<file path="src/rms_pkg.sv">
// ----------------------------------------------------------------------------
// rms_pkg
// Shared widths and limits of the decimated RMS level meter.
// ----------------------------------------------------------------------------
package rms_pkg;

  localparam int SAMPLE_W = 16;                 // PCM sample
  localparam int MAG_W    = 16;                 // magnitude, 0..32768
  localparam int PROD_W   = 31;                 // shifted partial product, < 2^31
  localparam int SUM_W    = 43;                 // sum of squares
  localparam int CNT_W    = 13;                 // kept sample count
  localparam int STEP_W   = 11;                 // decimation step register
  localparam int PHASE_W  = 10;                 // position within a group
  localparam int DIVD_W   = SUM_W + 2;          // 4 * sum
  localparam int QUOT_W   = 33;                 // 4*S/C <= 2^32
  localparam int RAD_W    = 34;                 // radicand padded to even width
  localparam int LEVEL_W  = 17;                 // Q1.16 level
  localparam int SQREM_W  = LEVEL_W + 2;        // sqrt partial remainder
  localparam int TDATA_IN_W  = 16;
  localparam int TDATA_OUT_W = 24;

  localparam logic [STEP_W-1:0] STEP_RESET = 11'd8;
  localparam logic [STEP_W-1:0] STEP_MAX   = 11'd1024;
  localparam logic [CNT_W-1:0]  COUNT_MAX  = 13'd8191;

endpackage

</file>
<file path="src/rms_sqacc.sv">
// ----------------------------------------------------------------------------
// rms_sqacc
// Bit-serial square and accumulate: one multiplier bit per cycle.
// ----------------------------------------------------------------------------
module rms_sqacc (
  input  logic                          clk,
  input  logic                          rst_n,
  input  logic                          start,
  input  logic                          clear,
  input  logic [rms_pkg::MAG_W-1:0]     mag,
  output logic                          busy,
  output logic [rms_pkg::SUM_W-1:0]     sum
);

  logic                          busy_r, busy_nxt;
  logic [3:0]                    cnt_r, cnt_nxt;
  logic [rms_pkg::MAG_W-1:0]     mplier_r, mplier_nxt;
  logic [rms_pkg::PROD_W-1:0]    mcand_r, mcand_nxt;
  logic [rms_pkg::SUM_W-1:0]     sum_r, sum_nxt;

  // The kept count is capped at 8191 and each square is at most 2^30,
  // so the sum stays below 2^43 - 1 and needs no saturation.
  always_comb begin
    busy_nxt   = busy_r;
    cnt_nxt    = cnt_r;
    mplier_nxt = mplier_r;
    mcand_nxt  = mcand_r;
    sum_nxt    = sum_r;
    if (clear) begin
      sum_nxt = '0;
    end
    if (start) begin
      busy_nxt   = 1'b1;
      cnt_nxt    = '0;
      mplier_nxt = mag;
      mcand_nxt  = {{(rms_pkg::PROD_W-rms_pkg::MAG_W){1'b0}}, mag};
    end else if (busy_r) begin
      if (mplier_r[0]) begin
        sum_nxt = sum_r + {{(rms_pkg::SUM_W-rms_pkg::PROD_W){1'b0}}, mcand_r};
      end
      mplier_nxt = {1'b0, mplier_r[rms_pkg::MAG_W-1:1]};
      mcand_nxt  = {mcand_r[rms_pkg::PROD_W-2:0], 1'b0};
      cnt_nxt    = cnt_r + 4'd1;
      if (cnt_r == 4'd15) begin
        busy_nxt = 1'b0;
      end
    end
  end

  always_ff @(posedge clk) begin
    if (!rst_n) begin
      busy_r <= 1'b0;
      cnt_r  <= '0;
      sum_r  <= '0;
    end else begin
      busy_r <= busy_nxt;
      cnt_r  <= cnt_nxt;
      sum_r  <= sum_nxt;
    end
    mplier_r <= mplier_nxt;
    mcand_r  <= mcand_nxt;
  end

  assign busy = busy_r;
  assign sum  = sum_r;

endmodule

</file>
<file path="src/rms_div.sv">
// ----------------------------------------------------------------------------
// rms_div
// Restoring divider, one quotient bit per cycle.
// ----------------------------------------------------------------------------
module rms_div (
  input  logic                          clk,
  input  logic                          rst_n,
  input  logic                          start,
  input  logic [rms_pkg::DIVD_W-1:0]    dividend,
  input  logic [rms_pkg::CNT_W-1:0]     divisor,
  output logic                          busy,
  output logic [rms_pkg::QUOT_W-1:0]    quotient
);

  localparam logic [5:0] LAST_IT = 6'(rms_pkg::DIVD_W - 1);

  logic                          busy_r, busy_nxt;
  logic [5:0]                    cnt_r, cnt_nxt;
  logic [rms_pkg::DIVD_W-1:0]    dq_r, dq_nxt;     // dividend out, quotient in
  logic [rms_pkg::CNT_W-1:0]     rem_r, rem_nxt;
  logic [rms_pkg::CNT_W-1:0]     dvs_r, dvs_nxt;
  logic [rms_pkg::CNT_W:0]       trial;
  logic [rms_pkg::CNT_W:0]       diff;
  logic                          qbit;

  always_comb begin
    trial = {rem_r, dq_r[rms_pkg::DIVD_W-1]};
    diff  = trial - {1'b0, dvs_r};
    qbit  = (trial >= {1'b0, dvs_r});
  end

  always_comb begin
    busy_nxt = busy_r;
    cnt_nxt  = cnt_r;
    dq_nxt   = dq_r;
    rem_nxt  = rem_r;
    dvs_nxt  = dvs_r;
    if (start) begin
      busy_nxt = 1'b1;
      cnt_nxt  = '0;
      dq_nxt   = dividend;
      rem_nxt  = '0;
      dvs_nxt  = divisor;
    end else if (busy_r) begin
      rem_nxt = qbit ? diff[rms_pkg::CNT_W-1:0] : trial[rms_pkg::CNT_W-1:0];
      dq_nxt  = {dq_r[rms_pkg::DIVD_W-2:0], qbit};
      cnt_nxt = cnt_r + 6'd1;
      if (cnt_r == LAST_IT) begin
        busy_nxt = 1'b0;
      end
    end
  end

  always_ff @(posedge clk) begin
    if (!rst_n) begin
      busy_r <= 1'b0;
      cnt_r  <= '0;
    end else begin
      busy_r <= busy_nxt;
      cnt_r  <= cnt_nxt;
    end
    dq_r  <= dq_nxt;
    rem_r <= rem_nxt;
    dvs_r <= dvs_nxt;
  end

  assign busy     = busy_r;
  // Mean of 4*s*s never exceeds 2^32: upper quotient bits are zero.
  assign quotient = dq_r[rms_pkg::QUOT_W-1:0];

endmodule

</file>
<file path="src/rms_sqrt.sv">
// ----------------------------------------------------------------------------
// rms_sqrt
// Digit-by-digit integer square root, one root bit per cycle.
// ----------------------------------------------------------------------------
module rms_sqrt (
  input  logic                          clk,
  input  logic                          rst_n,
  input  logic                          start,
  input  logic [rms_pkg::QUOT_W-1:0]    radicand,
  output logic                          busy,
  output logic [rms_pkg::LEVEL_W-1:0]   root
);

  localparam int         WORK_W  = rms_pkg::SQREM_W + 2;
  localparam logic [4:0] LAST_IT = 5'(rms_pkg::LEVEL_W - 1);

  logic                          busy_r, busy_nxt;
  logic [4:0]                    cnt_r, cnt_nxt;
  logic [rms_pkg::RAD_W-1:0]     rad_r, rad_nxt;
  logic [rms_pkg::SQREM_W-1:0]   rem_r, rem_nxt;
  logic [rms_pkg::LEVEL_W-1:0]   root_r, root_nxt;
  logic [WORK_W-1:0]             work;
  logic [WORK_W-1:0]             trial;
  logic [WORK_W-1:0]             diff;
  logic                          rbit;

  always_comb begin
    work  = {rem_r, rad_r[rms_pkg::RAD_W-1 -: 2]};
    trial = {{(WORK_W-rms_pkg::LEVEL_W-2){1'b0}}, root_r, 2'b01};
    diff  = work - trial;
    rbit  = (work >= trial);
  end

  always_comb begin
    busy_nxt = busy_r;
    cnt_nxt  = cnt_r;
    rad_nxt  = rad_r;
    rem_nxt  = rem_r;
    root_nxt = root_r;
    if (start) begin
      busy_nxt = 1'b1;
      cnt_nxt  = '0;
      rad_nxt  = {{(rms_pkg::RAD_W-rms_pkg::QUOT_W){1'b0}}, radicand};
      rem_nxt  = '0;
      root_nxt = '0;
    end else if (busy_r) begin
      rem_nxt  = rbit ? diff[rms_pkg::SQREM_W-1:0] : work[rms_pkg::SQREM_W-1:0];
      root_nxt = {root_r[rms_pkg::LEVEL_W-2:0], rbit};
      rad_nxt  = {rad_r[rms_pkg::RAD_W-3:0], 2'b00};
      cnt_nxt  = cnt_r + 5'd1;
      if (cnt_r == LAST_IT) begin
        busy_nxt = 1'b0;
      end
    end
  end

  always_ff @(posedge clk) begin
    if (!rst_n) begin
      busy_r <= 1'b0;
      cnt_r  <= '0;
    end else begin
      busy_r <= busy_nxt;
      cnt_r  <= cnt_nxt;
    end
    rad_r  <= rad_nxt;
    rem_r  <= rem_nxt;
    root_r <= root_nxt;
  end

  assign busy = busy_r;
  assign root = root_r;

endmodule

</file>
<file path="src/decimated_rms_level_meter_top.sv">
// A skipped sample is taken in IDLE; a kept sample is then squared bit-serially.
// Final sample: its square (if kept), then the divider, the square-root unit and the
// output register load, with a handoff through the state machine after each unit.
// The shared square unit limits the rate: input waits while a kept sample is squared.
// A finished level waits in the output register while the next buffer streams in.
// Reset (rst_n low, synchronous) clears the sum, count and phase; step returns to 8.
// ----------------------------------------------------------------------------
// decimated_rms_level_meter_top
// Decimating RMS level meter with bit-serial square, divide and root units.
// ----------------------------------------------------------------------------
module decimated_rms_level_meter_top (
  input  logic                               clk,
  input  logic                               rst_n,
  input  logic                               in_tvalid,
  output logic                               in_tready,
  input  logic [rms_pkg::TDATA_IN_W-1:0]     in_tdata,   // [15:0] sample
  input  logic                               in_tlast,
  output logic                               out_tvalid,
  input  logic                               out_tready,
  output logic [rms_pkg::TDATA_OUT_W-1:0]    out_tdata,  // [16:0] level, [23:17] zero
  input  logic                               cfg_wr_en,
  input  logic [rms_pkg::STEP_W-1:0]         cfg_wr_data
);

  localparam logic [2:0] S_IDLE = 3'd0;
  localparam logic [2:0] S_SQ   = 3'd1;
  localparam logic [2:0] S_DIV  = 3'd2;
  localparam logic [2:0] S_SQRT = 3'd3;
  localparam logic [2:0] S_OUT  = 3'd4;

  logic [2:0]                      state_r, state_nxt;
  logic [rms_pkg::STEP_W-1:0]      step_r;
  logic [rms_pkg::PHASE_W-1:0]     phase_r, phase_nxt;
  logic [rms_pkg::CNT_W-1:0]       count_r, count_nxt;
  logic                            last_r, last_nxt;
  logic                            zero_r, zero_nxt;
  logic                            ovalid_r, ovalid_nxt;
  logic [rms_pkg::LEVEL_W-1:0]     level_r, level_nxt;

  logic [rms_pkg::STEP_W-1:0]      step_eff;
  logic [rms_pkg::STEP_W-1:0]      phase_inc;
  logic [rms_pkg::SAMPLE_W-1:0]    sample;
  logic [rms_pkg::MAG_W-1:0]       mag;
  logic                            accept;
  logic                            keep;
  logic                            sq_start, div_start, sqrt_start, load;
  logic                            sq_busy, div_busy, sqrt_busy;
  logic [rms_pkg::SUM_W-1:0]       sum;
  logic [rms_pkg::QUOT_W-1:0]      quotient;
  logic [rms_pkg::LEVEL_W-1:0]     root;

  assign in_tready = (state_r == S_IDLE);
  assign accept    = in_tvalid && in_tready;
  assign sample    = in_tdata[rms_pkg::SAMPLE_W-1:0];
  assign mag       = sample[rms_pkg::SAMPLE_W-1] ? (~sample + 16'd1) : sample;
  assign keep      = (phase_r == '0) && (count_r != rms_pkg::COUNT_MAX);

  always_comb begin
    if (step_r == '0) begin
      step_eff = 11'd1;
    end else if (step_r > rms_pkg::STEP_MAX) begin
      step_eff = rms_pkg::STEP_MAX;
    end else begin
      step_eff = step_r;
    end
    phase_inc = {1'b0, phase_r} + 11'd1;
  end

  always_comb begin
    state_nxt  = state_r;
    phase_nxt  = phase_r;
    count_nxt  = count_r;
    last_nxt   = last_r;
    zero_nxt   = zero_r;
    sq_start   = 1'b0;
    div_start  = 1'b0;
    sqrt_start = 1'b0;
    load       = 1'b0;
    unique case (state_r)
      S_IDLE: begin
        if (accept) begin
          last_nxt = in_tlast;
          // wrap the phase; a final sample restarts it for the next buffer
          if (in_tlast || (phase_inc >= step_eff)) begin
            phase_nxt = '0;
          end else begin
            phase_nxt = phase_inc[rms_pkg::PHASE_W-1:0];
          end
          if (keep) begin
            sq_start  = 1'b1;
            count_nxt = count_r + 13'd1;
            state_nxt = S_SQ;
          end else if (in_tlast) begin
            div_start = 1'b1;
            zero_nxt  = (count_r == '0);
            count_nxt = '0;
            state_nxt = S_DIV;
          end
        end
      end
      S_SQ: begin
        if (!sq_busy) begin
          if (last_r) begin
            div_start = 1'b1;
            zero_nxt  = (count_r == '0);
            count_nxt = '0;
            state_nxt = S_DIV;
          end else begin
            state_nxt = S_IDLE;
          end
        end
      end
      S_DIV: begin
        if (!div_busy) begin
          sqrt_start = 1'b1;
          state_nxt  = S_SQRT;
        end
      end
      S_SQRT: begin
        if (!sqrt_busy) begin
          state_nxt = S_OUT;
        end
      end
      S_OUT: begin
        if (!ovalid_r || out_tready) begin
          load      = 1'b1;
          state_nxt = S_IDLE;
        end
      end
      default: begin
        state_nxt = S_IDLE;
      end
    endcase
  end

  always_comb begin
    ovalid_nxt = ovalid_r;
    level_nxt  = level_r;
    if (load) begin
      ovalid_nxt = 1'b1;
      level_nxt  = zero_r ? '0 : root;
    end else if (out_tready) begin
      ovalid_nxt = 1'b0;
    end
  end

  always_ff @(posedge clk) begin
    if (!rst_n) begin
      state_r  <= S_IDLE;
      step_r   <= rms_pkg::STEP_RESET;
      phase_r  <= '0;
      count_r  <= '0;
      last_r   <= 1'b0;
      zero_r   <= 1'b0;
      ovalid_r <= 1'b0;
    end else begin
      state_r  <= state_nxt;
      if (cfg_wr_en) begin
        step_r <= cfg_wr_data;
      end
      phase_r  <= phase_nxt;
      count_r  <= count_nxt;
      last_r   <= last_nxt;
      zero_r   <= zero_nxt;
      ovalid_r <= ovalid_nxt;
    end
    level_r <= level_nxt;
  end

  rms_sqacc u_sqacc (
    .clk   (clk),
    .rst_n (rst_n),
    .start (sq_start),
    .clear (div_start),
    .mag   (mag),
    .busy  (sq_busy),
    .sum   (sum)
  );

  rms_div u_div (
    .clk      (clk),
    .rst_n    (rst_n),
    .start    (div_start),
    .dividend ({sum, 2'b00}),
    .divisor  (count_r),
    .busy     (div_busy),
    .quotient (quotient)
  );

  rms_sqrt u_sqrt (
    .clk      (clk),
    .rst_n    (rst_n),
    .start    (sqrt_start),
    .radicand (quotient),
    .busy     (sqrt_busy),
    .root     (root)
  );

  assign out_tvalid = ovalid_r;
  assign out_tdata  = {{(rms_pkg::TDATA_OUT_W-rms_pkg::LEVEL_W){1'b0}}, level_r};

endmodule

</file>
<file path="config.mk">
export PLATFORM = sky130hd
export DESIGN_NAME = decimated_rms_level_meter_top
export DESIGN_NICKNAME = d
export VERILOG_FILES = /design/src/rms_pkg.sv /design/src/rms_sqacc.sv /design/src/rms_div.sv /design/src/rms_sqrt.sv /design/src/decimated_rms_level_meter_top.sv
export SDC_FILE = /design/constraint.sdc
export NUM_CORES = 1
export LEC_CHECK = 0
export ABC_CLOCK_PERIOD_IN_PS = 3530
export CAP_MARGIN = 30
export CORE_MARGIN = 2
export CORE_UTILIZATION = 64
export DETAILED_ROUTE_END_ITERATION = 8
export DONT_BUFFER_PORTS = 1
export GPL_ROUTABILITY_DRIVEN = 0
export MAX_ROUTING_LAYER = met4
export PLACE_DENSITY_LB_ADDON = 0.12
export SYNTH_ARGS = -nofsm -noshare
export SYNTH_HDL_FRONTEND = slang
export SYNTH_SLANG_ARGS = --single-unit
</file>
<file path="constraint.sdc">
create_clock -name clk -period 3.53 [get_ports clk]
set_clock_uncertainty 0.15 [all_clocks]
set_input_delay 0.8825 -clock clk [delete_from_list [all_inputs] [get_ports clk]]
set_output_delay 0.8825 -clock clk [all_outputs]
set_load 0.005 [all_outputs]
</file>
Word-level counts from Yosys, hierarchy flattened
Index checks and enable logic that the tools add are counted.
{ "totals": {"register_bits": 306, "output_inout_bits": 26, "word_cells": 142} }
{ "op_classes": {"add_sub_neg": 9, "n_lt_le_gt_ge": 4, "n_eq_ne": 17, "n_mux": 63, "n_bitwise": 2, "reduce_logical": 21} }
{ "ops": {"columns": ["op", "n"], "rows": [
  ["two-way mux 43 bit", 4],
  ["two-way mux 45 bit", 2],
  ["two-way mux 16 bit", 5],
  ["two-way mux 13 bit", 6],
  ["two-way mux 33 bit", 2],
  ["adder 43 x 31 -> 43 bit", 1],
  ["two-way mux 1 bit", 28],
  ["case mux 13 bit (2 select lines)", 1],
  ["two-way mux 11 bit", 2],
  ["greater-or-equal comparator 21 x 19 -> 1 bit", 1],
  ["two-way mux 3 bit", 7],
  ["two-way mux 19 bit", 1],
  ["subtractor 19 bit", 1],
  ["adder 16 x 1 -> 16 bit, second input constant", 1],
  ["inverter 16 bit", 1],
  ["case mux 3 bit (5 select lines)", 1],
  ["greater-or-equal comparator 14 x 13 -> 1 bit", 1],
  ["adder 13 x 1 -> 13 bit, second input constant", 1],
  ["zero test 13 bit", 1],
  ["!= test 13 bit, second input constant", 1],
  ["subtractor 13 bit", 1],
  ["!= test 2 bit, second input constant", 6],
  ["AND reduction 6 bit", 2],
  ["adder 10 x 1 -> 11 bit, second input constant", 1],
  ["27 further kinds", 38]
]} }

Logic depth before layout (Yosys ltp)
Gate-level depths: netlist of run 1.
{ "depth": {"word_depth": 9, "ltp_mapped": 14, "depth_no_buf": 13} }

Modules after synthesis
From an unflattened synthesis of run 1, not the netlist that was laid out.
{ "unflattened": {"hier_cells": 1739, "area_unflattened_um2": 17012.6} }
{ "modules_own_cells": {"columns": ["mod", "n_inst", "cells_each", "area_each_um2", "seq_area_each_um2"], "rows": [
  ["rms_sqacc", 1, 615, 5342.6, 2222.1],
  ["rms_sqrt", 1, 405, 4172.8, 1851.8],
  ["rms_div", 1, 344, 4167.7, 2142.1],
  ["decimated_rms_level_meter_top", 1, 375, 3329.4, 1311.3]
]} }

Worst setup path after synthesis of run 1
OpenSTA, ideal clock, no wires.
{ "synth_path": {"path_type": "reg2reg", "startpoint": "register u_sqacc.mcand_r[0] (netlist name)", "endpoint": "register u_sqacc.sum_r, in the netlist u_sqacc.sum[40]", "setup_ns": 0.070, "arrival_time_ns": 2.645, "path_slack_ns": 0.665, "stages_incl_launch_ff": 13, "n_path_buf": 1, "period_less_slack_ns": 2.865, "cell_sequence": "edfxtp_1 > ha_1 > fa_1 > a211oi_1 > o21ai_1 > o2111ai_1 > a21boi_1 > o2111ai_1 > and4b_1 > buf_2 > nor2_1 > a31o_2 > a21oi_1"} }
{ "synth_via": {"elab_chain_len": 4} }
{ "synth_lines": {"columns": ["element", "line", "source"], "rows": [
  ["from (decl)", "rms_sqacc.sv:18", "logic [rms_pkg::PROD_W-1:0] mcand_r, mcand_nxt;"],
  ["from (signal assigned)", "rms_sqacc.sv:61", "mcand_r <= mcand_nxt;"],
  ["adder 43 x 31 -> 43 bit", "rms_sqacc.sv:39", "sum_nxt = sum_r + {{(rms_pkg::SUM_W-rms_pkg::PROD_W){1'b0}}, mcand_r};"],
  ["two-way mux 43 bit", "rms_sqacc.sv:38", "if (mplier_r[0]) begin"],
  ["two-way mux 43 bit", "rms_sqacc.sv:37", "end else if (busy_r) begin"],
  ["two-way mux 43 bit", "rms_sqacc.sv:32", "if (start) begin"],
  ["to (signal assigned)", "rms_sqacc.sv:58", "sum_r <= sum_nxt;"],
  ["to (decl)", "rms_sqacc.sv:19", "logic [rms_pkg::SUM_W-1:0] sum_r, sum_nxt;"]
]} }
No other way between the ends.
A chain may end at the register's enable or synchronous reset.

Final worst setup path of run 1
Same ends and word-level chain as after synthesis.

==> flow_summary.toml, run 1 <==
[die]
die-area_um2 = 26800
io_pins = 59
rows = 58
die_w_um = 164
fp.dieH_um = 164
start_util_pct = 64.9
core-area_um2 = 25100

[global_route]
grt_max_degree = 105
grt_overflow = 0
grt_use_total_pct = 25.7
grt_pass1_wl_um = 55400
grt_pass1_vias = 11600
antenna_found_initial = 0

[critical_path]
crit_path_max_fanout = 6
cp-start-kind = "flip-flop"
r2r-end = "u_sqacc.sum[40]"
path_common_cell = "o2111ai_1"
path_cells = "ha_1, fa_1, a211oi_1, o21ai_1, o2111ai_1, a21boi_1, o2111ai_1, and4b_1, nor2_1, a31o_2, a21oi_1"
crit_arrival_ns = 3.61
cp_slowest_cell = "fa_1"
r2r_start = "u_sqacc.mcand_r[0]"
cp_num_buf_inv = 0
slowest_delay_ns = 0.42
critical_path_class = "reg -> reg"
endpoint_kind = "flip-flop"
critPathTopFamily = "compound AO/OA/AOI/OAI gates"
startpoint = "u_sqacc.mcand_r[0]"
required_ns = 3.82
rr_worst_depth = 11
rrSetupSlack_ns = 0.21

[timing]
max_freq_mhz = 301
tns_ns = 0
slew_violations = 0
maxSlewHeadroom_pct = 36.9
period_share_pct = 94.1
min_period_ns = 3.32
worstMarginPinSlew_ns = 0.946
setup_viol = 0
rsz0062_at_grt = "false"
hold_viol_final = 0

[drt]
routed_wl_um = 33200
met3_wirelength_um = 1610
drc = 0
route.met2.wl_um = 15400
routed-via-count = 12200
drtIter0Drc = 1160
drt_pass1_iterations = 6
routed.top_layer = "met4"
post_drt_wl_per_cell_um = 15.7
wl_met1_um = 15600
postRouteAntennaNets = 0
vias_per_cell = 5.78

[placed_design]
dpl.hpwl_um = 22900
io_buffers = 0
dp_cells = 2055

[yosys]
syn_area_um2 = 16300
ys_types = 82
synth-seq-cells = 306
avgSynthCellArea_um2 = 9.13
ys_warn_count = 0
synthFlopType = "dfxtp_1"
async_flop_share_pct = 0
ys_seq_area_share_pct = 46.1
synth_edf_count = 138
synthCells = 1786

[pwr]
total_power_mw = 14.1
clock_power_share_pct = 25.4
power_frac_comb_pct = 36.1
swShare_pct = 35.6
internal_power_mw = 9.08
power_leakage_nw = 7.06
max-vdd-ir-drop_mv = 0.537
seqPwrFrac_pct = 38.4
power_density_nw_per_um2 = 796
p_sw_mw = 5.02

[finish]
final_nets = 1881
area_growth_pct = 8.63
final_cells = 2118
drive_above_1_share_pct = 5.87
diodes = 0

[clock_network]
insertion_delay_ns = 0.51
cts_root_buf = "clkbuf_16"
cts_buffers = 35
htree_num_levels = 2
clkTransAtPathRegs_ns = 0.06
cts_sinks = 306
cts_tree = "done"
cts_buffer_depth = 3
cts-resized-gates = 0
cts_hold_buf = 0
cts_setup_buffers = 0

[worst_hold_path]
hp-start = "rst_n"
holdPathStages = 1
whs_endpoint = "step_r[3]"
hold_class = "in -> reg"

[flow_run]
maxCapViolCount = 0

[run_status]
status = "complete, no violations"
[power by group through the flow]
| stage | combinational, mW | clock, mW | sequential [mW] |
|---|---|---|---|
| finish | 5.09 | 3.59 | 5.41 |
| global route | 5.74 | 3.78 | 5.51 |
| CTS | 5.11 | 3.65 | 5.41 |
| detailed placement | 5.06 | 0 | 5.48 |
| global placement | 4.93 | 0 | 5.44 |
| floorplan | 4.21 | 0 | 5.25 |
[sequential cells by signal, indices dropped and copies added, names as in the netlist, 13 cells and up]
signal and count:
count_r 13, u_sqrt.rem_r 19, u_div.dq_r 45, u_sqacc.sum 43, u_sqacc.mcand_r 31, u_sqacc.mplier_r 16
u_sqrt.rad_r 34, u_div.dvs_r 13, u_div.rem_r 13, u_sqrt.root 17, level_r 17
[routing by layer]
layer | vias to the layer above | GRT usage [%]
met5 | - | -
met4 | 0 | 5.94
met3 | 49 | 3.40
met2 | 308 | 41.5
met1 | 5695 | 34.8
li1 | 6193 | -
[stage by stage]
stage	hold WS, ns	setup slack (ns)	area (µm²)	utilization [%]
after global placement	0.314	0.329	16600	65.9
final	0.319	0.208	17700	70.5
after floorplan	0.298	0.665	16300	-
after global routing	0.287	0.0284	17700	70.5
after detailed placement	0.328	0.273	16600	66.0
after CTS	0.283	0.248	17700	70.5
[cells by family (layout without fill, tap and decap cells)]
logic type / count (synthesis) / in the layout / synth area share [%]
other cells: 1 / 7 / 0.0230
buf+inv: 159 / 155 / 4.06
mux: 70 / 70 / 4.30
xor+xnor: 96 / 96 / 5.16
simple gates: 691 / 691 / 18.7
compound gates: 377 / 377 / 15.0
flops: 306 / 306 / 46.1
fa+ha+maj: 86 / 86 / 6.69
[worst max path at each step]
stage | to | slack, ns | depth (start not counted)
final | u_sqacc.sum[40] | 0.21 | 11
after global routing | u_sqacc.sum[40] | 0.03 | 11
after CTS | u_sqacc.sum[40] | 0.25 | 11
after detailed placement | u_sqacc.sum[40] | 0.27 | 11
after global placement | u_sqacc.sum[40] | 0.33 | 11
after floorplan | u_sqacc.sum[40] | 0.67 | 12
[cells in the mapped netlist (37+ instances only)]
cell type    n  area share [%]
clkbuf_1    60             1.4
nor2_1     195             4.5
edfxtp_1   138              25
ha_1        84             6.4
a21oi_1     82             2.5
inv_1       65             1.5
nor2b_1     39             1.5
mux2i_1     70             4.3
xnor2_1     57             3.1
o21ai_0    104             3.2
nand2_1    308             7.1
dfxtp_1    168              21
a21o_1      37             1.7
xor2_1      39             2.1
[cell type report]
type,count,area [µm²]
flip-flops and latches,306,7510
inverters,68,255
fillers,1955,7400
repair buffers,24,200
multi-input cells,1327,8190
clock inverters,17,169
clock buffers,46,970
well taps,330,413
[cell usage in the layout (no fill, tap or decap), types with 4 or more instances in the layout]
cell type,Yosys,final
nand3_1,34,34
nand2_1,308,307
buf_4,8,22
o21a_1,12,12
and3_1,16,15
nor4_1,6,6
a211oi_1,26,26
ha_1,84,84
nand4_1,17,17
mux2i_1,70,70
inv_1,65,65
nand3b_1,4,4
a21o_1,37,37
a21boi_0,10,10
a31oi_1,11,11
a21oi_1,82,82
nor2b_1,39,39
and2_1,9,9
o31ai_1,9,9
dfxtp_1,168,166
o21ai_1,5,4
clkinv_1,2,6
clkbuf_16,0,37
nand2b_1,17,17
edfxtp_1,138,138
xor2_1,39,39
nor3_1,19,19
conb_1,1,7
xnor2_1,57,57
a22oi_1,18,18
clkinv_2,0,6
o211ai_1,14,14
or2_2,4,4
or3_1,5,5
clkbuf_1,60,8
o21ai_0,104,104
o22ai_1,4,4
nor2_1,195,194
Power figures use the tool's default switching activity.
==> run 2, diff against run 1 <==
--- a/config.mk
+++ b/config.mk
@@ -13,7 +13,7 @@
 export DONT_BUFFER_PORTS = 1
 export GPL_ROUTABILITY_DRIVEN = 0
 export MAX_ROUTING_LAYER = met4
-export PLACE_DENSITY_LB_ADDON = 0.12
+export PLACE_DENSITY = 0.8
 export SYNTH_ARGS = -nofsm -noshare
 export SYNTH_HDL_FRONTEND = slang
 export SYNTH_SLANG_ARGS = --single-unit
==> flow_summary.toml, run 2 (synthesis gave the netlist of run 1 again) <==
[clock_network]
cts_root_buf = "clkbuf_16"
htree_num_levels = 1
cts_setup_buffers = 0
cts-resized-gates = 0
insertion_delay_ns = 0.56
clkTransAtPathRegs_ns = 0.06
cts_buffers = 31
cts_tree = "done"
cts_hold_buf = 0
cts_sinks = 306
cts_buffer_depth = 3

[critical_path]
r2r-end = "u_sqacc.sum[40]"
critical_path.endpoint = "u_sqacc.sum[40]"
critical_path_class = "reg -> reg"
crit_arrival_ns = 3.59
endpoint_kind = "flip-flop"
critPathTopFamily = "compound AO/OA/AOI/OAI gates"
cp_num_cells = 11
slowest_delay_ns = 0.42
startpoint = "u_sqacc.mcand_r[0]"
path_cells = "ha_1, fa_1, a211oi_1, o21ai_1, o2111ai_1, a21boi_1, o2111ai_1, and4b_1, nor2_1, a31o_2, a21oi_1"
path_common_cell = "o2111ai_1"
rrSetupSlack_ns = 0.28
cp-start-kind = "flip-flop"
cp_slowest_cell = "fa_1"
crit_path_max_fanout = 6
required_ns = 3.87
r2r_start = "u_sqacc.mcand_r[0]"
rr_worst_depth = 11
cp_num_buf_inv = 0

[timing]
tns_ns = 0
maxSlewHeadroom_pct = 40.3
period_share_pct = 92.0
rsz0062_at_grt = "false"
max_freq_mhz = 308
worstMarginPinSlew_ns = 0.895
setup_viol = 0
hold_viol_final = 0
slew_violations = 0
timing.final.ws_setup_ns = 0.282
min_period_ns = 3.25

[pwr]
max-vdd-ir-drop_mv = 0.498
total_power_mw = 13.6
internal_power_mw = 8.75
seqPwrFrac_pct = 39.8
clock_power_share_pct = 23.0
power_frac_comb_pct = 37.2
p_sw_mw = 4.90
power_leakage_nw = 6.98
swShare_pct = 35.9
power_density_nw_per_um2 = 779

[die]
fp.dieH_um = 164
io_pins = 59
start_util_pct = 64.9
die-area_um2 = 26800
rows = 58
die_w_um = 164
core-area_um2 = 25100

[drt]
post_drt_wl_per_cell_um = 15.7
routed_wl_um = 33100
drc = 0
routed-via-count = 12300
drt_pass1_iterations = 5
drtIter0Drc = 994
vias_per_cell = 5.84
postRouteAntennaNets = 0

[run_status]
status = "complete, no violations"

[global_route]
grt_pass1_vias = 11600
grt_use_total_pct = 25.6
grt_max_degree = 113
antenna_found_initial = 0
grt_overflow = 0
grt_util_met2_pct = 41.8
met1_usage_pct = 34.5
grt-busiest-layer = "met2"
grt_pass1_wl_um = 55200
globalRouteMet3Util_pct = 2.95

[placed_design]
io_buffers = 0
post-place-ws_ns = 0.330
dpl.hpwl_um = 22800

[finish]
diodes = 0
final_nets = 1876
regMostFlops = "u_div.dq_r"
area_growth_pct = 7.55
drive_above_1_share_pct = 5.45
layout_common_cells = "308 x nand2_1, 194 x nor2_1, 166 x dfxtp_1"
final_common_cell = "nand2_1"
largest_reg_flops = 45

[flow_run]
maxCapViolCount = 0

[worst_hold_path]
hold_class = "in -> reg"
-- run 2: changes by cell type in the layout (fill, tap and decap cells not counted), sizes merged --
cell / change
clkinvlp: -2
inv: -1
bufinv: -2
buf: -1
clkbuf: +3
clkinv: -4
-- run 2: routing by layer --
| metal | wire length [µm] | share of wire [%] |
|---|---|---|
| met1 | 15600 | 47 |
| met2 | 15500 | 47 |
| met3 | 1470 | 4.4 |
| met4 | 572 | 1.7 |
| met5 | 0 | 0 |
-- run 2: layout make-up --
| type | instances | area (µm²) |
|---|---|---|
| Fill cell | 1941 | 7580 |
| Clock buffer | 49 | 913 |
| Tap cell | 330 | 413 |
| Clock inverter | 8 | 66.3 |
| Inverter | 68 | 255 |
| Sequential cell | 306 | 7510 |
| Multi-Input combinational cell | 1327 | 8190 |
| Timing Repair Buffer | 23 | 185 |
-- run 2: worst reg2reg max path: cells and delay by family (launching register included) --
kind / cells / cell delay [ns]
AO/OA/AOI/OAI: 7 / 1.47
flip-flops: 1 / 0.38
adder cells (fa/ha/maj): 2 / 0.64
AND/OR/NAND/NOR: 2 / 0.53
-- run 2: per-stage QoR --
stage	hold WS [ns]	instances	cell area, µm²	utilization, %
after floorplan	0.298	1792	16300	-
after global placement	0.317	2054	16600	65.9
after detailed placement	0.325	2054	16600	65.9
after CTS	0.239	2111	17500	69.8
after global routing	0.246	2111	17500	69.8
final	0.282	2111	17500	69.8
-- run 2: worst min-delay path by stage --
| stage | start | to | cells past startpoint |
|---|---|---|---|
| 4_1_cts | rst_n | step_r[3] | 1 |
| 6_report | rst_n | step_r[3] | 1 |
| 2_1_floorplan | count_r[1] | u_div.dvs_r[1] | 0 |
| 5_1_grt | rst_n | step_r[3] | 1 |
| 3_5_place_dp | u_div.rem_r[1] | u_div.rem_r[1] | 2 |
| 3_3_place_gp | u_sqrt.rad_r[31] | u_sqrt.rad_r[33] | 2 |
-- run 2: power groups by stage --
stage / sequential [mW] / clock, mW / combinational (mW)
detailed placement: 5.48 / 0 / 5.03
CTS: 5.42 / 3.20 / 5.08
global route: 5.52 / 3.33 / 5.74
finish: 5.43 / 3.14 / 5.08
floorplan: 5.25 / 0 / 4.21
global placement: 5.45 / 0 / 4.89
==> run 3, diff against run 2 <==
--- a/config.mk
+++ b/config.mk
@@ -6,7 +6,8 @@
 export NUM_CORES = 1
 export LEC_CHECK = 0
 export ABC_CLOCK_PERIOD_IN_PS = 3530
-export CAP_MARGIN = 30
+export CAP_MARGIN = 10
+export CORE_ASPECT_RATIO = 1.1
 export CORE_MARGIN = 2
 export CORE_UTILIZATION = 64
 export DETAILED_ROUTE_END_ITERATION = 8
==> flow_summary.toml, run 3 (synthesis gave the netlist of run 1 again) <==
[finish]
area_growth_pct = 8.50
final_common_cell = "nand2_1"
layout_common_cells = "307 x nand2_1, 194 x nor2_1, 166 x dfxtp_1"
regMostFlops = "u_div.dq_r"
final_nets = 1880
diodes = 0
fillers = 1880
drive_above_1_share_pct = 5.93
largest_reg_flops = 45

[critical_path]
crit_path_max_fanout = 6
cp_num_buf_inv = 0
required_ns = 3.83
critical_path_class = "reg -> reg"
path_common_cell = "o2111ai_1"
cp-start-kind = "flip-flop"
cp_slowest_cell = "fa_1"
slowest_delay_ns = 0.43
crit_arrival_ns = 3.57
critPathTopFamily = "compound AO/OA/AOI/OAI gates"
endpoint_kind = "flip-flop"
path_cells = "ha_1, fa_1, a211oi_1, o21ai_1, o2111ai_1, a21boi_1, o2111ai_1, and4b_1, nor2_1, a31o_2, a21oi_1"

[clock_network]
cts_buffers = 34
cts_buffer_depth = 3
cts_sinks = 306
cts-resized-gates = 0
cts_tree = "done"
htree_num_levels = 2
cts_setup_buffers = 0
clkTransAtPathRegs_ns = 0.06
insertion_delay_ns = 0.51
cts_root_buf = "clkbuf_16"
cts_hold_buf = 0

[global_route]
met1_usage_pct = 32.8
grt_overflow = 0
globalRouteMet3Util_pct = 3.05
grt_pass1_wl_um = 56400
grt_util_met2_pct = 45.4
antenna_found_initial = 0
grt_max_degree = 112
grt_use_total_pct = 26.2
grt-busiest-layer = "met2"
grt_pass1_vias = 12000

[timing]
tns_ns = 0
min_period_ns = 3.28
worstMarginPinSlew_ns = 1.20
maxSlewHeadroom_pct = 19.9
hold_viol_final = 0
setup_viol = 0
max_freq_mhz = 305
slew_violations = 0
rsz0062_at_grt = "false"
period_share_pct = 92.8
fin_hold_ws_ns = 0.302

[drt]
drtIter0Drc = 846
drc = 0
postRouteAntennaNets = 0
routed-via-count = 12500
drt_pass1_iterations = 6
post_drt_wl_per_cell_um = 16.0
vias_per_cell = 5.92
routed_wl_um = 33700

[die]
rows = 61
core-area_um2 = 25200
die-area_um2 = 26800
fp.dieH_um = 171
start_util_pct = 64.7
io_pins = 59
die_w_um = 156

[pwr]
power_density_nw_per_um2 = 793
power_leakage_nw = 7.07
max-vdd-ir-drop_mv = 0.544

[run_status]
status = "complete, no violations"

[worst_hold_path]
hold_class = "in -> reg"

[flow_run]
maxCapViolCount = 0

[placed_design]
dpl.hpwl_um = 23000
io_buffers = 0
[run 3: cell types whose count changed in the layout (fill, tap and decap cells not counted), sizes merged]
cell / previous run / this run
clkinv: 8 / 11
clkbuf: 49 / 51
buf: 23 / 24
clkinvlp: 1 / 0
inv: 66 / 67
[run 3: power breakdown]
part | switching, mW | internal, mW
sequential | 0.577 | 4.86
clock | 1.37 | 2.13
combinational | 3.02 | 2.07
[run 3: layout make-up]
cell class | count | area, µm² | share of cell area [%]
multi-input combinational | 1327 | 8190 | 46.3
sequential | 306 | 7510 | 42.5
clock buffer | 51 | 1050 | 5.93
tap | 315 | 394 | 2.23
inverter | 68 | 255 | 1.44
timing repair buffer | 24 | 205 | 1.16
clock inverter | 11 | 83.8 | 0.474
[run 3: per-layer routing]
metal,wire length (µm),vias to the layer above
li1,-,6194
met1,14900,5900
met2,16700,299
met3,1450,57
met4,694,0
met5,0,-
[run 3: final timing paths]
kind / from / end / slack, ns / cells after the start
worst min register to register: phase_r[4] / phase_r[4] / 0.34 / 2
worst min-delay path: rst_n / step_r[3] / 0.30 / 1
worst max-delay path: u_sqacc.mcand_r[0] / u_sqacc.sum[40] / 0.25 / 11
worst max register to register: u_sqacc.mcand_r[0] / u_sqacc.sum[40] / 0.25 / 11
[run 3: metrics by stage]
step	utilization (%)	instance area, µm²	setup WS [ns]	total power [mW]	cells
final	70.2	17700	0.255	14.0	2102
after global routing	70.2	17700	0.0291	15.0	2102
after CTS	70.2	17700	0.292	14.1	2102
after detailed placement	65.7	16600	0.321	10.5	2040
after global placement	65.7	16600	0.346	10.4	2040
after floorplan	-	16300	0.665	9.46	1792
